<file path="src/hw/rtl/i2p_pkg.sv">
// ----------------------------------------------------------------------------
// i2p_pkg
// Shared types, codes and defaults for the infix to postfix converter.
// ----------------------------------------------------------------------------
package i2p_pkg;

	// Default sizes
	localparam int STACK_DEPTH_DEF = 16;
	localparam int VALUE_WIDTH_DEF = 32;

	// Input token codes
	typedef enum logic [3:0] {
		OP_NUM   = 4'd0,
		OP_ADD   = 4'd1,
		OP_SUB   = 4'd2,
		OP_MUL   = 4'd3,
		OP_DIV   = 4'd4,
		OP_NEG   = 4'd5,
		OP_OPEN  = 4'd6,
		OP_CLOSE = 4'd7,
		OP_END   = 4'd8
	} opcode_t;

	// Output kinds that are not taken straight from the opcode
	localparam logic [2:0] KIND_NUM  = 3'd0;
	localparam logic [2:0] KIND_END  = 3'd6;
	// Stack entry that marks an open bracket
	localparam logic [2:0] OPEN_MARK = 3'd0;

	// Result status codes
	typedef enum logic [1:0] {
		STAT_OK       = 2'd0,
		STAT_OVERFLOW = 2'd1,
		STAT_NO_OPEN  = 2'd2,
		STAT_NO_CLOSE = 2'd3
	} status_t;

	// Source of an emitted word
	typedef enum logic [1:0] {
		SEL_INPUT = 2'd0,
		SEL_TOP   = 2'd1,
		SEL_END   = 2'd2,
		SEL_ERR   = 2'd3
	} sel_t;

	// Sequencer states
	typedef enum logic {
		S_IDLE = 1'b0,
		S_EXEC = 1'b1
	} state_t;

	// Commands from controller to datapath
	typedef struct packed {
		logic    load;
		logic    push;
		logic    pop;
		logic    clear;
		logic    emit;
		sel_t    sel;
		status_t status;
		logic    mark;
		logic    flush;
	} i2p_cmd_t;

	// Status from datapath to controller
	typedef struct packed {
		opcode_t    op;
		logic       postfix;
		logic       empty;
		logic       full;
		logic [2:0] top;
		logic       open_seen;
		logic       pend_valid;
		logic       out_free;
	} i2p_stat_t;

	// Operator priority: negate 2, multiply/divide 1, others 0
	function automatic logic [1:0] prio(input logic [2:0] kind);
		logic [1:0] p;
		p = 2'd0;
		if (kind == 3'(OP_NEG))
			p = 2'd2;
		else if (kind == 3'(OP_MUL) || kind == 3'(OP_DIV))
			p = 2'd1;
		return p;
	endfunction

endpackage

</file>
<file path="src/hw/rtl/i2p_if.sv">
// ----------------------------------------------------------------------------
// i2p channel interfaces
// Valid/ready channels for input tokens, output tokens and configuration.
// ----------------------------------------------------------------------------
interface i2p_tok_in_if #(
	parameter int VALUE_WIDTH = i2p_pkg::VALUE_WIDTH_DEF
);
	logic                          valid;
	logic                          ready;
	logic [3:0]                    opcode;
	logic signed [VALUE_WIDTH-1:0] operand_value;

	modport source (output valid, output opcode, output operand_value, input ready);
	modport sink   (input valid, input opcode, input operand_value, output ready);
endinterface

interface i2p_tok_out_if #(
	parameter int VALUE_WIDTH = i2p_pkg::VALUE_WIDTH_DEF
);
	logic                          valid;
	logic                          ready;
	logic [2:0]                    token_kind;
	logic signed [VALUE_WIDTH-1:0] token_value;
	logic                          last_of_run;
	logic [1:0]                    status;

	modport source (output valid, output token_kind, output token_value,
		output last_of_run, output status, input ready);
	modport sink   (input valid, input token_kind, input token_value,
		input last_of_run, input status, output ready);
endinterface

interface i2p_cfg_if;
	logic valid;
	logic ready;
	logic input_is_postfix;

	modport source (output valid, output input_is_postfix, input ready);
	modport sink   (input valid, input input_is_postfix, output ready);
endinterface

</file>
<file path="src/hw/rtl/infix_to_postfix_converter.sv">
// ----------------------------------------------------------------------------
// infix_to_postfix_converter
// Reorders an infix token stream into postfix order with an operator stack.
// ----------------------------------------------------------------------------
// Usage:
//   tok_in carries one token per word (opcode, operand_value); tok_out
//   carries result words (token_kind, token_value, last_of_run, status);
//   cfg writes input_is_postfix and is always ready. Write cfg only while
//   no token is in flight.
//   A token is taken in the idle state and worked on from the next cycle;
//   each popped operator adds a further step, set by the single stack
//   read port, and no new token is taken until the last is done. A result
//   word passes the holding stage and then the output register. One word is
//   held back in a holding stage until the last_of_run flag is known.
//   When tok_out stalls, the holding stage fills and tok_in.ready drops
//   until the output drains; nothing is lost.
//   Reset clears the stack, the mode register (infix) and all valid flags.
//   The stack memory needs no clearing pass.
// ----------------------------------------------------------------------------
module infix_to_postfix_converter #(
	parameter int STACK_DEPTH = i2p_pkg::STACK_DEPTH_DEF,
	parameter int VALUE_WIDTH = i2p_pkg::VALUE_WIDTH_DEF
) (
	input  logic          clk,
	input  logic          arst_n,
	i2p_tok_in_if.sink    tok_in,
	i2p_tok_out_if.source tok_out,
	i2p_cfg_if.sink       cfg
);
	import i2p_pkg::*;

	i2p_cmd_t  cmd;
	i2p_stat_t stat;

	// Configuration writes are always taken
	assign cfg.ready = 1'b1;

	// Sequencer
	i2p_ctrl u_ctrl (
		.clk      (clk),
		.arst_n   (arst_n),
		.in_valid (tok_in.valid),
		.in_ready (tok_in.ready),
		.stat     (stat),
		.cmd      (cmd)
	);

	// Stack and output datapath
	i2p_dp #(
		.STACK_DEPTH (STACK_DEPTH),
		.VALUE_WIDTH (VALUE_WIDTH)
	) u_dp (
		.clk        (clk),
		.arst_n     (arst_n),
		.cmd        (cmd),
		.stat       (stat),
		.in_opcode  (tok_in.opcode),
		.in_value   (tok_in.operand_value),
		.cfg_we     (cfg.valid),
		.cfg_data   (cfg.input_is_postfix),
		.out_ready  (tok_out.ready),
		.out_valid  (tok_out.valid),
		.out_kind   (tok_out.token_kind),
		.out_value  (tok_out.token_value),
		.out_last   (tok_out.last_of_run),
		.out_status (tok_out.status)
	);
endmodule

</file>
<file path="src/hw/rtl/i2p_ram.sv">
// ----------------------------------------------------------------------------
// i2p_ram
// Generic single write, single read RAM with registered, write-first read.
// ----------------------------------------------------------------------------
module i2p_ram #(
	parameter int WIDTH = 8,
	parameter int DEPTH = 16
) (
	input  logic                     clk,
	input  logic                     we,
	input  logic [$clog2(DEPTH)-1:0] waddr,
	input  logic [WIDTH-1:0]         wdata,
	input  logic [$clog2(DEPTH)-1:0] raddr,
	output logic [WIDTH-1:0]         rdata
);
	logic [WIDTH-1:0] mem_q [DEPTH];
	logic [WIDTH-1:0] rdata_q;

	// Write port
	always_ff @(posedge clk) begin
		if (we)
			mem_q[waddr] <= wdata;
	end

	// Registered read, new data on a same-address write
	always_ff @(posedge clk) begin
		if (we && waddr == raddr)
			rdata_q <= wdata;
		else
			rdata_q <= mem_q[raddr];
	end

	assign rdata = rdata_q;
endmodule

</file>
<file path="src/hw/rtl/i2p_ctrl.sv">
// ----------------------------------------------------------------------------
// i2p_ctrl
// Sequencer: takes a token, then one stack action per cycle when not stalled.
// ----------------------------------------------------------------------------
module i2p_ctrl (
	input  logic               clk,
	input  logic               arst_n,
	input  logic               in_valid,
	output logic               in_ready,
	input  i2p_pkg::i2p_stat_t stat,
	output i2p_pkg::i2p_cmd_t  cmd
);
	import i2p_pkg::*;

	state_t  state_q, state_d;
	logic    emit, push, pop, clr, mark, done, step_ok;
	sel_t    sel;
	status_t st;

	// State register
	always_ff @(posedge clk or negedge arst_n) begin
		if (!arst_n)
			state_q <= S_IDLE;
		else
			state_q <= state_d;
	end

	// Decide the action for the current token
	always_comb begin
		emit = 1'b0;
		push = 1'b0;
		pop  = 1'b0;
		clr  = 1'b0;
		mark = 1'b0;
		done = 1'b0;
		sel  = SEL_INPUT;
		st   = STAT_OK;
		if (stat.postfix) begin
			done = 1'b1;
			if (stat.op inside {OP_NUM, OP_ADD, OP_SUB, OP_MUL, OP_DIV, OP_NEG}) begin
				emit = 1'b1;
			end else if (stat.op == OP_END) begin
				emit = 1'b1;
				sel  = SEL_END;
			end
		end else begin
			case (stat.op)
				OP_NUM: begin
					emit = 1'b1;
					done = 1'b1;
				end
				OP_ADD, OP_SUB, OP_MUL, OP_DIV, OP_NEG: begin
					if (!stat.empty && stat.top != OPEN_MARK &&
						prio(stat.top) >= prio(stat.op[2:0])) begin
						pop  = 1'b1;
						emit = 1'b1;
						sel  = SEL_TOP;
					end else if (stat.full) begin
						clr  = 1'b1;
						emit = 1'b1;
						sel  = SEL_ERR;
						st   = STAT_OVERFLOW;
						done = 1'b1;
					end else begin
						push = 1'b1;
						done = 1'b1;
					end
				end
				OP_OPEN: begin
					done = 1'b1;
					if (stat.full) begin
						clr  = 1'b1;
						emit = 1'b1;
						sel  = SEL_ERR;
						st   = STAT_OVERFLOW;
					end else begin
						push = 1'b1;
					end
				end
				OP_CLOSE: begin
					if (stat.empty) begin
						emit = 1'b1;
						sel  = SEL_ERR;
						st   = STAT_NO_OPEN;
						done = 1'b1;
					end else if (stat.top == OPEN_MARK) begin
						pop  = 1'b1;
						done = 1'b1;
					end else begin
						pop  = 1'b1;
						emit = 1'b1;
						sel  = SEL_TOP;
					end
				end
				OP_END: begin
					if (stat.empty) begin
						emit = 1'b1;
						sel  = SEL_END;
						st   = stat.open_seen ? STAT_NO_CLOSE : STAT_OK;
						done = 1'b1;
					end else if (stat.top == OPEN_MARK) begin
						pop  = 1'b1;
						mark = 1'b1;
					end else begin
						pop  = 1'b1;
						emit = 1'b1;
						sel  = SEL_TOP;
					end
				end
				default: begin
					done = 1'b1;
				end
			endcase
		end
	end

	// An emit needs the holding stage free or drainable
	assign step_ok = !emit || !stat.pend_valid || stat.out_free;

	// Next state and commands
	always_comb begin
		cmd      = '0;
		state_d  = state_q;
		in_ready = 1'b0;
		case (state_q)
			S_IDLE: begin
				cmd.flush = stat.pend_valid && stat.out_free;
				in_ready  = !stat.pend_valid || stat.out_free;
				if (in_valid && in_ready) begin
					cmd.load = 1'b1;
					state_d  = S_EXEC;
				end
			end
			S_EXEC: begin
				if (step_ok) begin
					cmd.push   = push;
					cmd.pop    = pop;
					cmd.clear  = clr;
					cmd.emit   = emit;
					cmd.sel    = sel;
					cmd.status = st;
					cmd.mark   = mark;
					if (done)
						state_d = S_IDLE;
				end
			end
			default: begin
				state_d = S_IDLE;
			end
		endcase
	end

`ifndef NO_ASSERTIONS
	// A new token is taken only with the holding stage able to drain
	a_load_drain: assert property (@(posedge clk) disable iff (!arst_n)
		cmd.load |-> (!stat.pend_valid || cmd.flush))
		else $error("token taken while holding stage is blocked");
	// Stack actions happen only while a token is at work
	a_exec_only: assert property (@(posedge clk) disable iff (!arst_n)
		(cmd.push || cmd.pop || cmd.emit) |-> state_q == S_EXEC)
		else $error("stack action outside execution");
	// An accepted token is processed on the next cycle
	a_load_exec: assert property (@(posedge clk) disable iff (!arst_n)
		cmd.load |=> state_q == S_EXEC)
		else $error("accepted token not executed");
`endif
endmodule

</file>
<file path="src/hw/rtl/i2p_dp.sv">
// ----------------------------------------------------------------------------
// i2p_dp
// Datapath: token registers, operator stack, holding stage and output word.
// ----------------------------------------------------------------------------
module i2p_dp #(
	parameter int STACK_DEPTH = i2p_pkg::STACK_DEPTH_DEF,
	parameter int VALUE_WIDTH = i2p_pkg::VALUE_WIDTH_DEF
) (
	input  logic                          clk,
	input  logic                          arst_n,
	input  i2p_pkg::i2p_cmd_t             cmd,
	output i2p_pkg::i2p_stat_t            stat,
	input  logic [3:0]                    in_opcode,
	input  logic signed [VALUE_WIDTH-1:0] in_value,
	input  logic                          cfg_we,
	input  logic                          cfg_data,
	input  logic                          out_ready,
	output logic                          out_valid,
	output logic [2:0]                    out_kind,
	output logic signed [VALUE_WIDTH-1:0] out_value,
	output logic                          out_last,
	output logic [1:0]                    out_status
);
	import i2p_pkg::*;

	localparam int AW = $clog2(STACK_DEPTH);
	localparam int CW = $clog2(STACK_DEPTH + 1);

	opcode_t                 op_q;
	logic [VALUE_WIDTH-1:0]  val_q;
	logic                    mode_q;
	logic                    open_seen_q;
	logic [CW-1:0]           count_q, count_d;
	logic [AW-1:0]           raddr;
	logic [2:0]              top;
	logic [2:0]              push_kind;
	logic                    out_free;
	logic                    out_load;

	logic                    pend_v_q;
	logic [2:0]              pend_kind_q;
	logic [VALUE_WIDTH-1:0]  pend_value_q;
	logic [1:0]              pend_status_q;
	logic [2:0]              emit_kind;
	logic [VALUE_WIDTH-1:0]  emit_value;

	logic                    out_valid_q;
	logic [2:0]              out_kind_q;
	logic [VALUE_WIDTH-1:0]  out_value_q;
	logic                    out_last_q;
	logic [1:0]              out_status_q;

	// Token registers
	always_ff @(posedge clk) begin
		if (cmd.load) begin
			op_q  <= opcode_t'(in_opcode);
			val_q <= in_value;
		end
	end

	// Mode register, stack count and bracket flag
	always_ff @(posedge clk or negedge arst_n) begin
		if (!arst_n) begin
			mode_q      <= 1'b0;
			count_q     <= '0;
			open_seen_q <= 1'b0;
		end else begin
			if (cfg_we)
				mode_q <= cfg_data;
			count_q <= count_d;
			if (cmd.load)
				open_seen_q <= 1'b0;
			else if (cmd.mark)
				open_seen_q <= 1'b1;
		end
	end

	// Next stack count
	always_comb begin
		count_d = count_q;
		if (cmd.clear)
			count_d = '0;
		else if (cmd.pop)
			count_d = count_q - 1'b1;
		else if (cmd.push)
			count_d = count_q + 1'b1;
	end

	// Read the entry that will be on top next cycle
	assign raddr     = (count_d == '0) ? '0 : AW'(count_d - 1'b1);
	assign push_kind = (op_q == OP_OPEN) ? OPEN_MARK : op_q[2:0];

	i2p_ram #(
		.WIDTH (3),
		.DEPTH (STACK_DEPTH)
	) u_stack (
		.clk   (clk),
		.we    (cmd.push),
		.waddr (AW'(count_q)),
		.wdata (push_kind),
		.raddr (raddr),
		.rdata (top)
	);

	// Select the word to emit
	always_comb begin
		emit_kind  = KIND_NUM;
		emit_value = '0;
		case (cmd.sel)
			SEL_INPUT: begin
				emit_kind  = op_q[2:0];
				emit_value = (op_q == OP_NUM) ? val_q : '0;
			end
			SEL_TOP: begin
				emit_kind = top;
			end
			SEL_END: begin
				emit_kind = KIND_END;
			end
			default: begin
				emit_kind = KIND_NUM;
			end
		endcase
	end

	// Holding stage keeps one word back until the last flag is known
	assign out_free = !out_valid_q || out_ready;
	assign out_load = (cmd.emit && pend_v_q) || cmd.flush;

	always_ff @(posedge clk or negedge arst_n) begin
		if (!arst_n) begin
			pend_v_q    <= 1'b0;
			out_valid_q <= 1'b0;
		end else begin
			if (cmd.emit)
				pend_v_q <= 1'b1;
			else if (cmd.flush)
				pend_v_q <= 1'b0;
			if (out_load)
				out_valid_q <= 1'b1;
			else if (out_ready)
				out_valid_q <= 1'b0;
		end
	end

	// Payload of holding stage and output word
	always_ff @(posedge clk) begin
		if (cmd.emit) begin
			pend_kind_q   <= emit_kind;
			pend_value_q  <= emit_value;
			pend_status_q <= cmd.status;
		end
		if (out_load) begin
			out_kind_q   <= pend_kind_q;
			out_value_q  <= pend_value_q;
			out_status_q <= pend_status_q;
			out_last_q   <= cmd.flush;
		end
	end

	// Status toward the controller
	always_comb begin
		stat.op         = op_q;
		stat.postfix    = mode_q;
		stat.empty      = (count_q == '0);
		stat.full       = (count_q == CW'(STACK_DEPTH));
		stat.top        = top;
		stat.open_seen  = open_seen_q;
		stat.pend_valid = pend_v_q;
		stat.out_free   = out_free;
	end

	assign out_valid  = out_valid_q;
	assign out_kind   = out_kind_q;
	assign out_value  = out_value_q;
	assign out_last   = out_last_q;
	assign out_status = out_status_q;

`ifndef NO_ASSERTIONS
	// Stack count stays within the stack
	a_count_range: assert property (@(posedge clk) disable iff (!arst_n)
		count_q <= CW'(STACK_DEPTH))
		else $error("stack count out of range");
	// No push onto a full stack
	a_push_room: assert property (@(posedge clk) disable iff (!arst_n)
		cmd.push |-> count_q != CW'(STACK_DEPTH))
		else $error("push onto full stack");
	// No pop from an empty stack
	a_pop_data: assert property (@(posedge clk) disable iff (!arst_n)
		cmd.pop |-> count_q != '0)
		else $error("pop from empty stack");
	// A word moves to the output only when the output can take it
	a_out_room: assert property (@(posedge clk) disable iff (!arst_n)
		out_load |-> (out_free && pend_v_q))
		else $error("output word overwritten");
`endif
endmodule

</file>
<file path="src/flat_wrapper.sv">
// flat-port wrapper written by rule: the top's interface ports become plain ports
module infix_to_postfix_converter_flat import i2p_pkg::*;
#(
	parameter int STACK_DEPTH = i2p_pkg::STACK_DEPTH_DEF,
	parameter int VALUE_WIDTH = i2p_pkg::VALUE_WIDTH_DEF
)
  (clk, arst_n, tok_in_valid, tok_in_opcode, tok_in_operand_value, tok_in_ready, tok_out_valid, tok_out_token_kind, tok_out_token_value, tok_out_last_of_run, tok_out_status, tok_out_ready, cfg_valid, cfg_input_is_postfix, cfg_ready);
  i2p_tok_in_if #(.VALUE_WIDTH(VALUE_WIDTH)) tok_in_i ();
  i2p_tok_out_if #(.VALUE_WIDTH(VALUE_WIDTH)) tok_out_i ();
  i2p_cfg_if cfg_i ();
  input  logic clk;
  input  logic arst_n;
  input wire logic [$bits(tok_in_i.valid)-1:0] tok_in_valid;
  input wire logic [$bits(tok_in_i.opcode)-1:0] tok_in_opcode;
  input wire logic [$bits(tok_in_i.operand_value)-1:0] tok_in_operand_value;
  output wire logic [$bits(tok_in_i.ready)-1:0] tok_in_ready;
  output wire logic [$bits(tok_out_i.valid)-1:0] tok_out_valid;
  output wire logic [$bits(tok_out_i.token_kind)-1:0] tok_out_token_kind;
  output wire logic [$bits(tok_out_i.token_value)-1:0] tok_out_token_value;
  output wire logic [$bits(tok_out_i.last_of_run)-1:0] tok_out_last_of_run;
  output wire logic [$bits(tok_out_i.status)-1:0] tok_out_status;
  input wire logic [$bits(tok_out_i.ready)-1:0] tok_out_ready;
  input wire logic [$bits(cfg_i.valid)-1:0] cfg_valid;
  input wire logic [$bits(cfg_i.input_is_postfix)-1:0] cfg_input_is_postfix;
  output wire logic [$bits(cfg_i.ready)-1:0] cfg_ready;
  assign tok_in_i.valid = tok_in_valid;
  assign tok_in_i.opcode = tok_in_opcode;
  assign tok_in_i.operand_value = tok_in_operand_value;
  assign tok_in_ready = tok_in_i.ready;
  assign tok_out_valid = tok_out_i.valid;
  assign tok_out_token_kind = tok_out_i.token_kind;
  assign tok_out_token_value = tok_out_i.token_value;
  assign tok_out_last_of_run = tok_out_i.last_of_run;
  assign tok_out_status = tok_out_i.status;
  assign tok_out_i.ready = tok_out_ready;
  assign cfg_i.valid = cfg_valid;
  assign cfg_i.input_is_postfix = cfg_input_is_postfix;
  assign cfg_ready = cfg_i.ready;
  infix_to_postfix_converter #(.STACK_DEPTH(STACK_DEPTH), .VALUE_WIDTH(VALUE_WIDTH)) u_core (.clk(clk), .arst_n(arst_n), .tok_in(tok_in_i), .tok_out(tok_out_i), .cfg(cfg_i));
endmodule
</file>
<file path="config.mk">
export PLATFORM = sky130hd
export DESIGN_NAME = infix_to_postfix_converter_flat
export DESIGN_NICKNAME = d
export VERILOG_FILES = /design/src/hw/rtl/i2p_pkg.sv /design/src/hw/rtl/i2p_if.sv /design/src/hw/rtl/infix_to_postfix_converter.sv /design/src/hw/rtl/i2p_ram.sv /design/src/hw/rtl/i2p_ctrl.sv /design/src/hw/rtl/i2p_dp.sv /design/src/flat_wrapper.sv
export SDC_FILE = /design/constraint.sdc
export NUM_CORES = 1
export LEC_CHECK = 0
export ABC_AREA = 1
export BUFFER_PORTS_ARGS = -buffer_cell sky130_fd_sc_hd__buf_2
export CORE_MARGIN = 2
export CORE_UTILIZATION = 42
export DETAILED_ROUTE_END_ITERATION = 8
export HOLD_SLACK_MARGIN = 0.03
export SLEW_MARGIN = 20
export SYNTH_ARGS = -nofsm -noshare
export SYNTH_HDL_FRONTEND = slang
export SYNTH_SLANG_ARGS = --single-unit
</file>
<file path="constraint.sdc">
create_clock -name clk -period 6.12 [get_ports clk]
set_clock_uncertainty 0.2 [all_clocks]
set_input_delay 0 -clock clk [delete_from_list [all_inputs] [get_ports clk]]
set_output_delay 0 -clock clk [all_outputs]
set_load 0.02 [all_outputs]
</file>
==> results.rst, run 1 <==
.. list-table::
   :header-rows: 1

   * - Metric
     - Value
   * - Count of yosys warnings during synthesis
     - 0
   * - Clock edge transition at the registers on the reported setup and hold paths
     - 70 ps
   * - Pin count of the biggest net entering global routing
     - 40
   * - Setup Crit Path Kind
     - flip-flop to flip-flop
   * - Die boundary height
     - 134.3 µm
   * - Global-route congestion overflow total
     - 0
   * - CTS tree
     - yes
   * - Run status
     - finished clean
   * - Root buffer cell
     - sky130_fd_sc_hd__clkbuf_16
   * - Total inserted antenna cells
     - 0
   * - Quantity of gates resized following cts
     - 0
   * - Fin crit period
     - 4462 ps
   * - Number of distinct library cells after synthesis
     - 38
   * - Max Buffers Root-to-Sink
     - 2
   * - Final hold viol count
     - 0
   * - Final routed wirelength across all metal layers
     - between 10000 and 15000 µm
   * - Sequential-to-total area share from yosys stat
     - slightly above 70%
   * - Commonest non-fill, non-tap cell in the layout
     - sky130_fd_sc_hd__edfxtp_1
   * - Worst endpoint data arrival time
     - 4300 ps
   * - Total Neg Setup Slack
     - 0 ps
   * - Worst path required time
     - 5960 ps
   * - Startpoint type of the worst setup path
     - flip-flop
   * - Worst Path Max Fanout
     - 37
   * - Class of the tightest hold or removal check
     - input pin to flip-flop
   * - Sort of element at the end of the critical path
     - flip-flop
   * - Pre-antenna DRT Iters
     - 5
   * - Netlist Area Pre-Place
     - 0.007126 mm²
   * - Avg Inst Size Synth
     - 12.04 µm²
   * - Routed WL per cell
     - between 10 and 15 µm
   * - Worst setup slack before clock tree synthesis
     - about 1700 ps
   * - Later-pin clock latency in the skew report
     - 430 ps
   * - Final setup vio count
     - 0
   * - Period Utilization, post-route
     - 72.91%
   * - Max-slew violation count
     - 0
   * - Area Overhead vs Synth
     - 22.84%
   * - Fraction of final layout cells with drive strength greater than 1
     - 20.05%
   * - Via-to-Cell Ratio
     - 4.714
   * - Core Rows
     - 47
   * - CTS buffer count
     - 17
   * - Total power consumption of the routed design
     - 3.758 mW
   * - Leakage power total
     - 3.609 nW
   * - Achievable clock frequency
     - 0.2241 GHz
   * - Hold Worst Slack
     - between 80 and 90 ps
   * - Primary FF master, synth
     - sky130_fd_sc_hd__edfxtp_1
   * - Number of nets in the synthesized netlist
     - around 640
   * - Gr usage total
     - between 10% and 20%
   * - Count of flip-flops with a built-in enable after synthesis
     - ~160
   * - Final #Nets
     - a little under 800
   * - Residual DRC count
     - 0
   * - Global-route wire length before repair
     - between 20000 and 25000 µm
   * - Via count of the first global-routing pass
     - 4512
   * - Antenna violations before repair
     - 0
   * - Initial core utilization
     - 42.97%
   * - Weighted congestion reported at the end of routability-driven placement
     - 0.8963
   * - Vias after detailed routing
     - 4492
   * - Die W
     - between 100 and 150 µm
   * - Number of I/O port buffers
     - 81
   * - H-tree Lvls
     - 4
   * - Count of state elements after synthesis
     - between 150 and 200
   * - Number of violations reported at the end of detailed-routing iteration 0
     - 318
   * - Power density over cell area
     - 429.3 mW/mm²
   * - Cell count after synthesis
     - 592
   * - Layout filler cell count
     - 1411
   * - Io pins
     - 83
   * - Share of synthesized registers carrying an async set or reset
     - 5.780%
   * - Placeable core area
     - 0.01658 mm²
   * - Antenna-violating nets left
     - 0
   * - Number of clock sinks
     - around 170
   * - Setup repair after global routing missed its margin
     - false
   * - Post-layout utilization of the core
     - 52.78%
   * - Slew @ Worst Pin
     - 1041 ps
   * - Post-DP HPWL
     - just over 9000 µm
   * - Most used cells in the layout excluding fill and tap cells
     - sky130_fd_sc_hd__edfxtp_1 (159), sky130_fd_sc_hd__nand2_1 (96), sky130_fd_sc_hd__inv_1 (89)
   * - Die Outline Area
     - 0.01802 mm²
   * - Worst voltage drop across the vdd grid
     - 0.2377 mV
   * - Smallest setup slack after layout
     - 1658 ps
   * - Max_slew headroom
     - 30.45%
   * - Max-cap check violation count
     - 0
## routing by layer
layer  GRT usage, %  vias up  wire (µm)
met5              0        -          0
met4          6.374        0        236
met3          3.855       20        672
met2          26.39      129       6731
met1          20.47     2125       5904
li1               -     2218          -
## power by group
group / total, mW / switching, mW / internal [mW]
logic: 0.993 / 0.682 / 0.311
clock network: 1.06 / 0.448 / 0.607
registers: 1.71 / 0.137 / 1.57
total: 3.76 / 1.27 / 2.49
## critical path, stage by stage (launching register included)
cell and delay [ps]:
sky130_fd_sc_hd__dfxtp_1 900, sky130_fd_sc_hd__inv_6 190, sky130_fd_sc_hd__nand2_1 120, sky130_fd_sc_hd__nand3_1 70, sky130_fd_sc_hd__nand3_1 110, sky130_fd_sc_hd__nand3_1 150
sky130_fd_sc_hd__nand2_2 140, sky130_fd_sc_hd__nor2_4 60, sky130_fd_sc_hd__a21oi_1 110, sky130_fd_sc_hd__nand2_1 60, sky130_fd_sc_hd__ha_1 280, sky130_fd_sc_hd__o21ai_0 160
sky130_fd_sc_hd__nand2_1 110, sky130_fd_sc_hd__nand4_2 170, sky130_fd_sc_hd__nand4_4 120, sky130_fd_sc_hd__nand3_4 140, sky130_fd_sc_hd__nand2_1 130, sky130_fd_sc_hd__nor2_4 820
## final timing paths
path / endpoint / cells after the start / from / slack (ps)
min in group asynchronous: u_core.u_dp.out_valid / 3 / arst_n / 400
max in group asynchronous: u_core.u_dp.count_q[0] / 3 / arst_n / 4980
setup reg to reg: u_core.u_dp.pend_value_q[20] / 17 / flip-flop / 1660
setup / recovery: u_core.u_dp.pend_value_q[20] / 17 / flip-flop / 1660
hold / removal: u_core.u_dp.val_q[22] / 2 / tok_in_operand_value[22] / 80
hold reg to reg: u_core.u_dp.out_kind[1] / 0 / u_core.u_dp.pend_kind_q[1] / 220
## cells in the mapped netlist, types with 2 or more instances
library cell                 n  area share [%]
sky130_fd_sc_hd__edfxtp_1  159              67
sky130_fd_sc_hd__nand2_1    96             5.1
sky130_fd_sc_hd__inv_1      89             4.7
sky130_fd_sc_hd__nor2_1     87             4.6
sky130_fd_sc_hd__nand3_1    40             2.8
sky130_fd_sc_hd__o21ai_0    11            0.77
sky130_fd_sc_hd__a21oi_1    10            0.70
sky130_fd_sc_hd__dfrtp_1    10             3.5
sky130_fd_sc_hd__ha_1        9             1.6
sky130_fd_sc_hd__nand4_1     9            0.79
sky130_fd_sc_hd__clkbuf_1    7            0.37
sky130_fd_sc_hd__nand2_2     6            0.53
sky130_fd_sc_hd__o21ai_1     6            0.42
sky130_fd_sc_hd__buf_6       5            0.79
sky130_fd_sc_hd__nand3_2     5            0.70
sky130_fd_sc_hd__xor2_1      5            0.61
sky130_fd_sc_hd__dfxtp_1     4             1.1
sky130_fd_sc_hd__inv_2       4            0.21
sky130_fd_sc_hd__buf_2       3            0.21
sky130_fd_sc_hd__nand3_4     3            0.74
sky130_fd_sc_hd__a31oi_1     2            0.18
sky130_fd_sc_hd__clkinv_1    2            0.11
sky130_fd_sc_hd__nand2_4     2            0.32
sky130_fd_sc_hd__nor2_2      2            0.18
sky130_fd_sc_hd__nor3_1      2            0.14
sky130_fd_sc_hd__or2_2       2            0.18
## per-stage QoR
step / cells / instance area [µm²]
after floorplan: 592 / 7126
after global placement: 879 / 7735
after detailed placement: 879 / 7735
after CTS: 953 / 8748
after global routing: 953 / 8753
final: 953 / 8753
## layout make-up
class | instances | area [µm²] | area share [%]
multi-input cells | 307 | 1574 | 17.98
clock buffers | 17 | 425.4 | 4.860
flip-flops and latches | 173 | 5105 | 58.32
repair buffers | 126 | 850.8 | 9.720
clock inverters | 14 | 157.7 | 1.801
inverters | 96 | 365.4 | 4.174
well taps | 220 | 275.3 | 3.145
## sequential cells by signal (all words and copies together), names as in the netlist, 2 cells and up, named ones only
register and count:
u_core.u_dp.pend_kind_q 3, u_core.u_dp.out_status 2, u_core.u_dp.out_value 32, u_core.u_dp.op_q 4, u_core.u_dp.count_q 5, u_core.u_dp.pend_status_q 2, u_core.u_dp.u_stack.mem_q 48, u_core.u_dp.val_q 32
u_core.u_dp.out_kind 3, u_core.u_dp.pend_value_q 32
## timing repair
| action | CTS | global route |
|---|---|---|
| hold buffers | 43 | 0 |
| setup buffers | 0 | 0 |
| setup endpoints to repair | 0 | 0 |
| endpoints found under the hold margin | 51 | 0 |
## cell families (layout without fill, tap and decap cells)
kind of cell / after synthesis / in the layout / synth area share [%]
AND/OR/NAND/NOR: 258 / 258 / 16.73
AO/OA/AOI/OAI: 33 / 33 / 2.652
buffers and inverters: 112 / 253 / 6.602
adder cells (fa/ha/maj): 9 / 9 / 1.580
XOR/XNOR: 6 / 6 / 0.7375
other: 1 / 1 / 0.05263
flip-flops: 173 / 173 / 71.64
No activity file was read; power rests on OpenSTA's default activity.
==> inputs of run 2 (changes only) <==
ABC_AREA = 0   (was 1)
clock period = 4.46 ns   (was 6.12 ns; I/O delays follow)
==> results.rst, run 2 <==
.. list-table::
   :header-rows: 1

   * - Metric
     - Value
   * - Die boundary height
     - 132.6 µm (-1.2%)
   * - Switching Power
     - 1.863 mW (+47%)
   * - Number of clock sinks
     - 173 (unchanged)
   * - Post-DP HPWL
     - 9018 µm (-0.52%)
   * - Initial core utilization
     - 42.48% (-0.48 points)
   * - Weighted congestion reported at the end of routability-driven placement
     - 0.8926 (-0.41%)
   * - Sequential-to-total area share from yosys stat
     - 73.50% (+1.9 points)
   * - Largest Register
     - u_core.u_dp.u_stack.mem_q
   * - Max Buffers Root-to-Sink
     - 2 (unchanged)
   * - Root buffer cell
     - sky130_fd_sc_hd__clkbuf_16
   * - Max-slew violation count
     - 0 (unchanged)
   * - Standard cell area after detailed placement
     - 0.007804 mm² (+0.89%)
   * - Commonest non-fill, non-tap cell in the layout
     - sky130_fd_sc_hd__edfxtp_1
   * - Length of routed met2 wiring
     - 6859 µm (+1.9%)
   * - Later-pin clock latency in the skew report
     - 430 ps (about the same)
   * - Smallest setup slack after layout
     - 117.0 ps (-1541 ps)
   * - Sort of element at the end of the critical path
     - flip-flop
   * - Layout filler cell count
     - 1326 (-6.0%)
   * - Number of violations reported at the end of detailed-routing iteration 0
     - 279 (-12%)
   * - Die W
     - 132.6 µm (-1.2%)
   * - H-tree Lvls
     - 4 (unchanged)
   * - Post-layout utilization of the core
     - 54.91% (+2.1 points)
   * - Global-route wire length before repair
     - 21930 µm (-0.97%)
   * - Switch share
     - 32.50% (-1.2 points)
   * - Avg Inst Size Synth
     - 16.08 µm² (+34%)
   * - Final #Nets
     - 637 (-17%)
   * - Residual DRC count
     - 0 (unchanged)
   * - Cell types occupying the most area after synthesis
     - sky130_fd_sc_hd__edfxtp_1 (69%), sky130_fd_sc_hd__dfrtp_1 (3.6%), sky130_fd_sc_hd__and3_1 (3.2%)
   * - Met3 wirelength from detailed routing
     - 778 µm (+16%)
   * - Worst voltage drop across the vdd grid
     - 0.3438 mV (+45%)
   * - Pin count of the biggest net entering global routing
     - 39 (-2.5%)
   * - Worst setup slack before clock tree synthesis
     - -60.42 ps (-1719 ps)
   * - Antenna violations before repair
     - 0 (unchanged)
   * - Clock edge transition at the registers on the reported setup and hold paths
     - 60 ps (about the same)
   * - Max_slew headroom
     - 41.79% (+11 points)
   * - Worst Path Max Fanout
     - 6 (-84%)
   * - Via count of the first global-routing pass
     - 4212 (-6.6%)
   * - Synth top area share
     - 68.74% (+1.7 points)
   * - Part of the total power dissipated in combinational logic
     - 34.7% (+8.3 points)
   * - Top Layer Used
     - met4
   * - Final hold viol count
     - 0 (unchanged)
   * - Antenna-violating nets left
     - 0 (unchanged)
   * - Number of I/O port buffers
     - 81 (unchanged)
   * - Fin crit period
     - 4343 ps (-119.1 ps)
   * - Clock Power Share
     - 24.2% (-3.9 points)
   * - Length of routed wiring on met1
     - 5938 µm (+0.58%)
   * - Sequential fraction of design power
     - 41.1% (-4.4 points)
   * - Total power consumption of the routed design
     - 5.733 mW (+53%)
   * - Most used cells in the layout excluding fill and tap cells
     - sky130_fd_sc_hd__edfxtp_1 (159), sky130_fd_sc_hd__buf_2 (81), sky130_fd_sc_hd__dlygate4sd3_1 (41)
   * - Cell-internal power
     - 3.870 mW (+55%)
   * - Max-cap check violation count
     - 0 (unchanged)
   * - Count of state elements after synthesis
     - 173 (unchanged)
   * - Library cell with the largest summed area after synthesis
     - sky130_fd_sc_hd__edfxtp_1
   * - Gr usage total
     - 16.36% (+0.35 points)
   * - Netlist Area Pre-Place
     - 0.006945 mm² (-2.5%)
   * - Number of placed instances, taps included
     - 739 (-16%)
   * - Cell with the most instances after synthesis
     - sky130_fd_sc_hd__edfxtp_1
   * - Power density over cell area
     - 638.7 mW/mm² (+49%)
   * - Flip-flop count of the largest register, all copies and words added
     - 48 (unchanged)
   * - Achievable clock frequency
     - 0.2303 GHz (+2.7%)
   * - Routed WL per cell
     - 16.92 µm (+19%)
   * - Share of synthesized registers carrying an async set or reset
     - 5.780% (unchanged)
   * - Fraction of final layout cells with drive strength greater than 1
     - 33.89% (+14 points)
   * - Number of nets in the synthesized netlist
     - 483 (-25%)
   * - Io pins
     - 83 (unchanged)
   * - Class of the tightest hold or removal check
     - input pin to flip-flop
   * - Most used standard cells in the synthesized netlist
     - sky130_fd_sc_hd__edfxtp_1 (159), sky130_fd_sc_hd__nor2_1 (42), sky130_fd_sc_hd__and3_1 (35), sky130_fd_sc_hd__nand2_1 (20), sky130_fd_sc_hd__clkbuf_1 (15)
   * - Cell Count, Final, Fillers Out
     - 819 (-14%)
   * - Total Neg Setup Slack
     - 0 ps (unchanged)
   * - Pre-antenna DRT Iters
     - 4 (-1)
   * - Vias after detailed routing
     - 4167 (-7.2%)
   * - Hold Worst Slack
     - 78.45 ps (-2.764 ps)
   * - Area Overhead vs Synth
     - 29.24%
   * - Count of yosys warnings during synthesis
     - 0 (unchanged)
   * - Die Outline Area
     - 0.01758 mm² (-2.5%)
   * - Final setup vio count
     - 0 (unchanged)
   * - Primary FF master, synth
     - sky130_fd_sc_hd__edfxtp_1
   * - Cell count after synthesis
     - 432 (-27%)
   * - Worst endpoint data arrival time
     - 4460 ps (+160 ps)
   * - Number of distinct library cells after synthesis
     - 66 (+74%)
   * - Period Utilization, post-route
     - 97.38% (+24 points)
   * - Via-to-Cell Ratio
     - 5.088 (+7.9%)
   * - Placeable core area
     - 0.01635 mm² (-1.4%)
   * - Final routed wirelength across all metal layers
     - 13860 µm (+2.3%)
   * - Total inserted antenna cells
     - 0 (unchanged)
   * - Count of flip-flops with a built-in enable after synthesis
     - 159 (unchanged)
   * - Leakage power total
     - 3.411 nW (-5.5%)
   * - Slew @ Worst Pin
     - 873.2 ps (-167.6 ps)
   * - CTS tree
     - yes
   * - Run status
     - finished clean
   * - CTS buffer count
     - 17 (unchanged)
   * - Setup Crit Path Kind
     - flip-flop to flip-flop
   * - Worst path required time
     - 4570 ps (-1390 ps)
   * - Layout Cell Area excl Fill
     - 0.008976 mm² (+2.5%)
   * - Global-route congestion overflow total
     - 0 (unchanged)
   * - Startpoint type of the worst setup path
     - flip-flop
   * - Core Rows
     - 47 (unchanged)
## run 2: final cells by class
cell class	instances	area, µm²	area share [%]
well taps	220	275.3	3.067
multi-input cells	226	1839	20.49
inverters	12	45.04	0.5018
flip-flops and latches	173	5109	56.91
clock inverters	11	111.4	1.241
repair buffers	156	1146	12.77
clock buffers	21	450.4	5.018
## run 2: what timing repair did
item | in CTS | in global routing
setup endpoints to repair | 31 | 80
cloned | 0 | 1
pin swaps | 1 | 16
endpoints found under the hold margin | 51 | 0
setup buffers | 0 | 7
gates resized for setup | 2 | 26
hold buffers | 41 | 0
## run 2: power by group through the flow
stage | clock network, mW | logic, mW | registers [mW]
2_1_floorplan | 0 | 1.10 | 2.42
3_3_place_gp | 0 | 1.71 | 2.37
3_5_place_dp | 0 | 1.73 | 2.38
4_1_cts | 1.42 | 1.78 | 2.35
5_1_grt | 1.49 | 2.17 | 2.39
6_report | 1.39 | 1.99 | 2.36
## run 2: kinds of logic (layout without fill, tap and decap cells)
group           after synthesis  after routing  share of synthesized area, %
compound gates               59             59                         6.648
xor+xnor                      3              3                        0.4865
fa+ha+maj                     9              9                         1.621
buf+inv                      33            200                         2.053
flops                       173            173                         73.50
mux                          16             16                         4.864
other cells                   1              1                       0.05399
simple gates                138            138                         10.77
## run 2: final timing paths
kind / start / slack, ps / to / cells after the start
worst max register to register: flip-flop / 120 / flip-flop / 17
max in group asynchronous: arst_n / 3350 / u_core.u_dp.open_seen_q / 3
worst min register to register: u_core.u_dp.pend_value_q[5] / 220 / u_core.u_dp.out_value[5] / 0
worst max-delay path: flip-flop / 120 / flip-flop / 17
min in group asynchronous: arst_n / 390 / u_core.u_dp.mode_q / 3
worst min-delay path: tok_in_operand_value[25] / 80 / u_core.u_dp.val_q[25] / 2
## run 2: routing by layer
layer,up-vias,global-route usage [%]
li1,1969,-
met1,2031,20.71
met2,143,26.60
met3,24,4.444
met4,0,7.109
met5,-,0
## run 2: critical path: stages, from the launching register on
cell,delay [ps]
sky130_fd_sc_hd__dfxtp_4,380
sky130_fd_sc_hd__clkbuf_16,160
sky130_fd_sc_hd__mux4_1,540
sky130_fd_sc_hd__a22o_1,280
sky130_fd_sc_hd__nor2_4,170
sky130_fd_sc_hd__nor2_2,60
sky130_fd_sc_hd__a21oi_2,100
sky130_fd_sc_hd__ha_1,240
sky130_fd_sc_hd__nand2b_4,140
sky130_fd_sc_hd__a21o_1,210
sky130_fd_sc_hd__a41oi_2,230
sky130_fd_sc_hd__a32o_2,240
sky130_fd_sc_hd__a41oi_4,60
sky130_fd_sc_hd__a31o_1,290
sky130_fd_sc_hd__a21oi_4,200
sky130_fd_sc_hd__inv_2,50
sky130_fd_sc_hd__or3b_1,370
sky130_fd_sc_hd__mux2_4,310
==> inputs of run 3 (changes only) <==
BUFFER_PORTS_ARGS = -buffer_cell sky130_fd_sc_hd__buf_4   (was -buffer_cell sky130_fd_sc_hd__buf_2)
clock period = 4.8 ns   (was 4.46 ns; I/O delays follow)
==> results.rst, run 3 (synthesis gave the netlist of run 2 again) <==
.. list-table::
   :header-rows: 1

   * - Metric
     - Value
   * - Worst voltage drop across the vdd grid
     - 0.3007 mV (-13%)
   * - Sort of element at the end of the critical path
     - flip-flop
   * - Core Rows
     - 47 (unchanged)
   * - Max-slew violation count
     - 0 (unchanged)
   * - Post-DP HPWL
     - 8899 µm (-1.3%)
   * - Global-route congestion overflow total
     - 0 (unchanged)
   * - Met3 wirelength from detailed routing
     - 718 µm (-7.7%)
   * - Global-route wire length before repair
     - 21720 µm (-0.94%)
   * - Final #Nets
     - 616 (-3.3%)
   * - Run status
     - finished clean
   * - Cell Count, Final, Fillers Out
     - 798 (-2.6%)
   * - Critical path buffers and inverters
     - 1 (-1)
   * - Largest Register
     - u_core.u_dp.u_stack.mem_q
   * - Pre-antenna DRT Iters
     - 4 (unchanged)
   * - Via-to-Cell Ratio
     - 5.086 (about the same)
   * - Die W
     - 132.6 µm (unchanged)
   * - Layout Cell Area excl Fill
     - 0.008966 mm² (-0.11%)
   * - Number of violations reported at the end of detailed-routing iteration 0
     - 202 (-28%)
   * - Later-pin clock latency in the skew report
     - 420 ps (about the same)
   * - Max Buffers Root-to-Sink
     - 2 (unchanged)
   * - Total Neg Setup Slack
     - 0 ps (unchanged)
   * - Worst Hold Depth
     - 2 (unchanged)
   * - Pin count of the biggest net entering global routing
     - 39 (unchanged)
   * - Number of I/O port buffers
     - 81 (unchanged)
   * - Die Outline Area
     - 0.01758 mm² (unchanged)
   * - Reg-to-reg setup timing slack
     - 230 ps (+110 ps)
   * - Dominant cell type by count on the critical path
     - sky130_fd_sc_hd__a21oi_1
   * - Slew @ Worst Pin
     - 898.6 ps (+25.46 ps)
   * - Worst endpoint data arrival time
     - 4680 ps (+220 ps)
   * - Antenna-violating nets left
     - 0 (unchanged)
   * - H-tree Lvls
     - 4 (unchanged)
   * - Part of the total power dissipated in combinational logic
     - 31.2% (-3.5 points)
   * - Commonest non-fill, non-tap cell in the layout
     - sky130_fd_sc_hd__edfxtp_1
   * - Final routed wirelength across all metal layers
     - 13590 µm (-2.0%)
   * - Period Utilization, post-route
     - 95.24% (-2.1 points)
   * - Switch share
     - 32.08% (-0.42 points)
   * - Max-cap check violation count
     - 0 (unchanged)
   * - Final hold viol count
     - 0 (unchanged)
   * - Worst path required time
     - 4910 ps (+340 ps)
   * - Placeable core area
     - 0.01635 mm² (unchanged)
   * - Class of the tightest hold or removal check
     - input pin to flip-flop
   * - Layout filler cell count
     - 1324 (-0.15%)
   * - Gate family responsible for the most delay along the worst path
     - compound AO/OA/AOI/OAI gates
   * - Final setup vio count
     - 0 (unchanged)
   * - Max_slew headroom
     - 40.02% (-1.8 points)
   * - Clock Power Share
     - 26.9% (+2.7 points)
   * - Gr usage total
     - 16.11% (-0.24 points)
   * - CTS tree
     - yes
   * - CTS buffer count
     - 17 (unchanged)
   * - Routed WL per cell
     - 17.03 µm (+0.62%)
   * - Total inserted antenna cells
     - 0 (unchanged)
   * - Length in cells of the worst reg-to-reg path
     - 17 (unchanged)
   * - Io pins
     - 83 (unchanged)
   * - Post-CTS Repair Setup Buffers
     - 0 (unchanged)
   * - Flip-flop count of the largest register, all copies and words added
     - 48 (unchanged)
   * - Setup Crit Path Kind
     - flip-flop to flip-flop
   * - Weighted congestion reported at the end of routability-driven placement
     - 0.9067 (+1.6%)
   * - Initial core utilization
     - 42.48% (unchanged)
   * - Length of routed met2 wiring
     - 6615 µm (-3.6%)
   * - Cell-internal power
     - 3.544 mW (-8.4%)
   * - Setup repair after global routing missed its margin
     - true
   * - Switching Power
     - 1.674 mW (-10%)
   * - Number of clock sinks
     - 173 (unchanged)
   * - Destination of the worst hold path
     - u_core.u_dp.val_q[23]
   * - Achievable clock frequency
     - 0.2187 GHz (-5.0%)
   * - Root buffer cell
     - sky130_fd_sc_hd__clkbuf_16
   * - CP max-delay cell
     - sky130_fd_sc_hd__mux4_1
   * - Startpoint type of the worst setup path
     - flip-flop
   * - Worst path cell trace
     - buf_12, mux4_1, a22o_2, nor2_8, nand2_1, nor2_1, a21oi_1, ha_1, nand2b_1, a21o_1, a21oi_1, o221ai_2, a211o_2, a21oi_2, xor2_2, or3b_1, mux2_4
   * - Residual DRC count
     - 0 (unchanged)
   * - Fraction of final layout cells with drive strength greater than 1
     - 28.72% (-5.2 points)
   * - Maximum cell stage delay along the critical path
     - 580 ps (+40 ps)
   * - Die boundary height
     - 132.6 µm (unchanged)
   * - Leakage power total
     - 3.371 nW (-1.2%)
   * - Top Layer Used
     - met4
   * - Fin crit period
     - 4572 ps (+228.5 ps)
   * - Via count of the first global-routing pass
     - 4099 (-2.7%)
   * - Post-layout utilization of the core
     - 54.84% (-0.061 points)
   * - Area Overhead vs Synth
     - 29.09%
   * - Vias after detailed routing
     - 4059 (-2.6%)
   * - Clock edge transition at the registers on the reported setup and hold paths
     - 70 ps (about the same)
   * - Length of routed wiring on met1
     - 5944 µm (+0.10%)
   * - Power density over cell area
     - 581.9 mW/mm² (-8.9%)
   * - Antenna violations before repair
     - 0 (unchanged)
   * - Most used cells in the layout excluding fill and tap cells
     - sky130_fd_sc_hd__edfxtp_1 (159), sky130_fd_sc_hd__buf_4 (91), sky130_fd_sc_hd__nor2_1 (41), sky130_fd_sc_hd__dlygate4sd3_1 (41), sky130_fd_sc_hd__and3_1 (34)
   * - Number of placed instances, taps included
     - 725 (-1.9%)
   * - Standard cell area after detailed placement
     - 0.007884 mm² (+1.0%)
   * - Min-Delay Startpoint
     - tok_in_operand_value[23]
   * - Worst Path Max Fanout
     - 12 (+6)
   * - Sequential fraction of design power
     - 41.8% (+0.7 points)
## run 3: timing repair
action	4_1_cts	5_1_grt
gates resized for setup	0	8
hold endpoints to repair	51	0
hold buffers	41	0
setup endpoints to repair	0	13
## run 3: power groups by stage
stage	clock (mW)	sequential, mW	combinational, mW
2_1_floorplan	0	2.25	1.02
5_1_grt	1.51	2.21	1.79
3_5_place_dp	0	2.21	1.56
4_1_cts	1.44	2.18	1.59
6_report	1.41	2.18	1.63
3_3_place_gp	0	2.20	1.54
## run 3: how the worst max path moves through the flow
stage	slack, ps	start	depth (start not counted)	to
floorplan	120	flip-flop	16	u_core.u_dp.out_kind[0]
global placement	180	flip-flop	19	flip-flop
detailed placement	70	flip-flop	19	flip-flop
CTS	40	flip-flop	19	flip-flop
global route	-20	flip-flop	19	flip-flop
finish	230	flip-flop	17	flip-flop
## run 3: metal layers
layer / global-route usage [%] / vias up
li1: - / 1924
met1: 21.24 / 1985
met2: 25.79 / 127
met3: 4.215 / 23
met4: 6.153 / 0
met5: 0 / -
## run 3: area by class of cell
cell class / count / area [µm²] / share of cell area, %
sequential: 173 / 5105 / 56.94
timing repair buffer: 135 / 1154 / 12.87
multi-input combinational: 226 / 1773 / 19.77
tap: 220 / 275.3 / 3.070
clock buffer: 18 / 429.2 / 4.786
inverter: 12 / 45.04 / 0.5024
clock inverter: 14 / 185.2 / 2.065
## run 3: per-stage QoR
| step | power, mW | hold slack, ps | setup WS [ps] |
|---|---|---|---|
| floorplan | 3.272 | -495.6 | 115.5 |
| global placement | 3.740 | -359.6 | 177.9 |
| detailed placement | 3.772 | -359.7 | 70.83 |
| CTS | 5.220 | 79.56 | 41.18 |
| global route | 5.506 | 78.51 | -22.26 |
| finish | 5.218 | 99.65 | 228.5 |
## run 3: worst reg2reg max path, stage by stage (launching register included)
cell and delay (ps):
sky130_fd_sc_hd__dfxtp_1 360, sky130_fd_sc_hd__buf_12 160, sky130_fd_sc_hd__mux4_1 580, sky130_fd_sc_hd__a22o_2 280
sky130_fd_sc_hd__nor2_8 170, sky130_fd_sc_hd__nand2_1 70, sky130_fd_sc_hd__nor2_1 100, sky130_fd_sc_hd__a21oi_1 50
sky130_fd_sc_hd__ha_1 290, sky130_fd_sc_hd__nand2b_1 160, sky130_fd_sc_hd__a21o_1 220, sky130_fd_sc_hd__a21oi_1 210
sky130_fd_sc_hd__o221ai_2 220, sky130_fd_sc_hd__a211o_2 360, sky130_fd_sc_hd__a21oi_2 200, sky130_fd_sc_hd__xor2_2 130
sky130_fd_sc_hd__or3b_1 400, sky130_fd_sc_hd__mux2_4 300
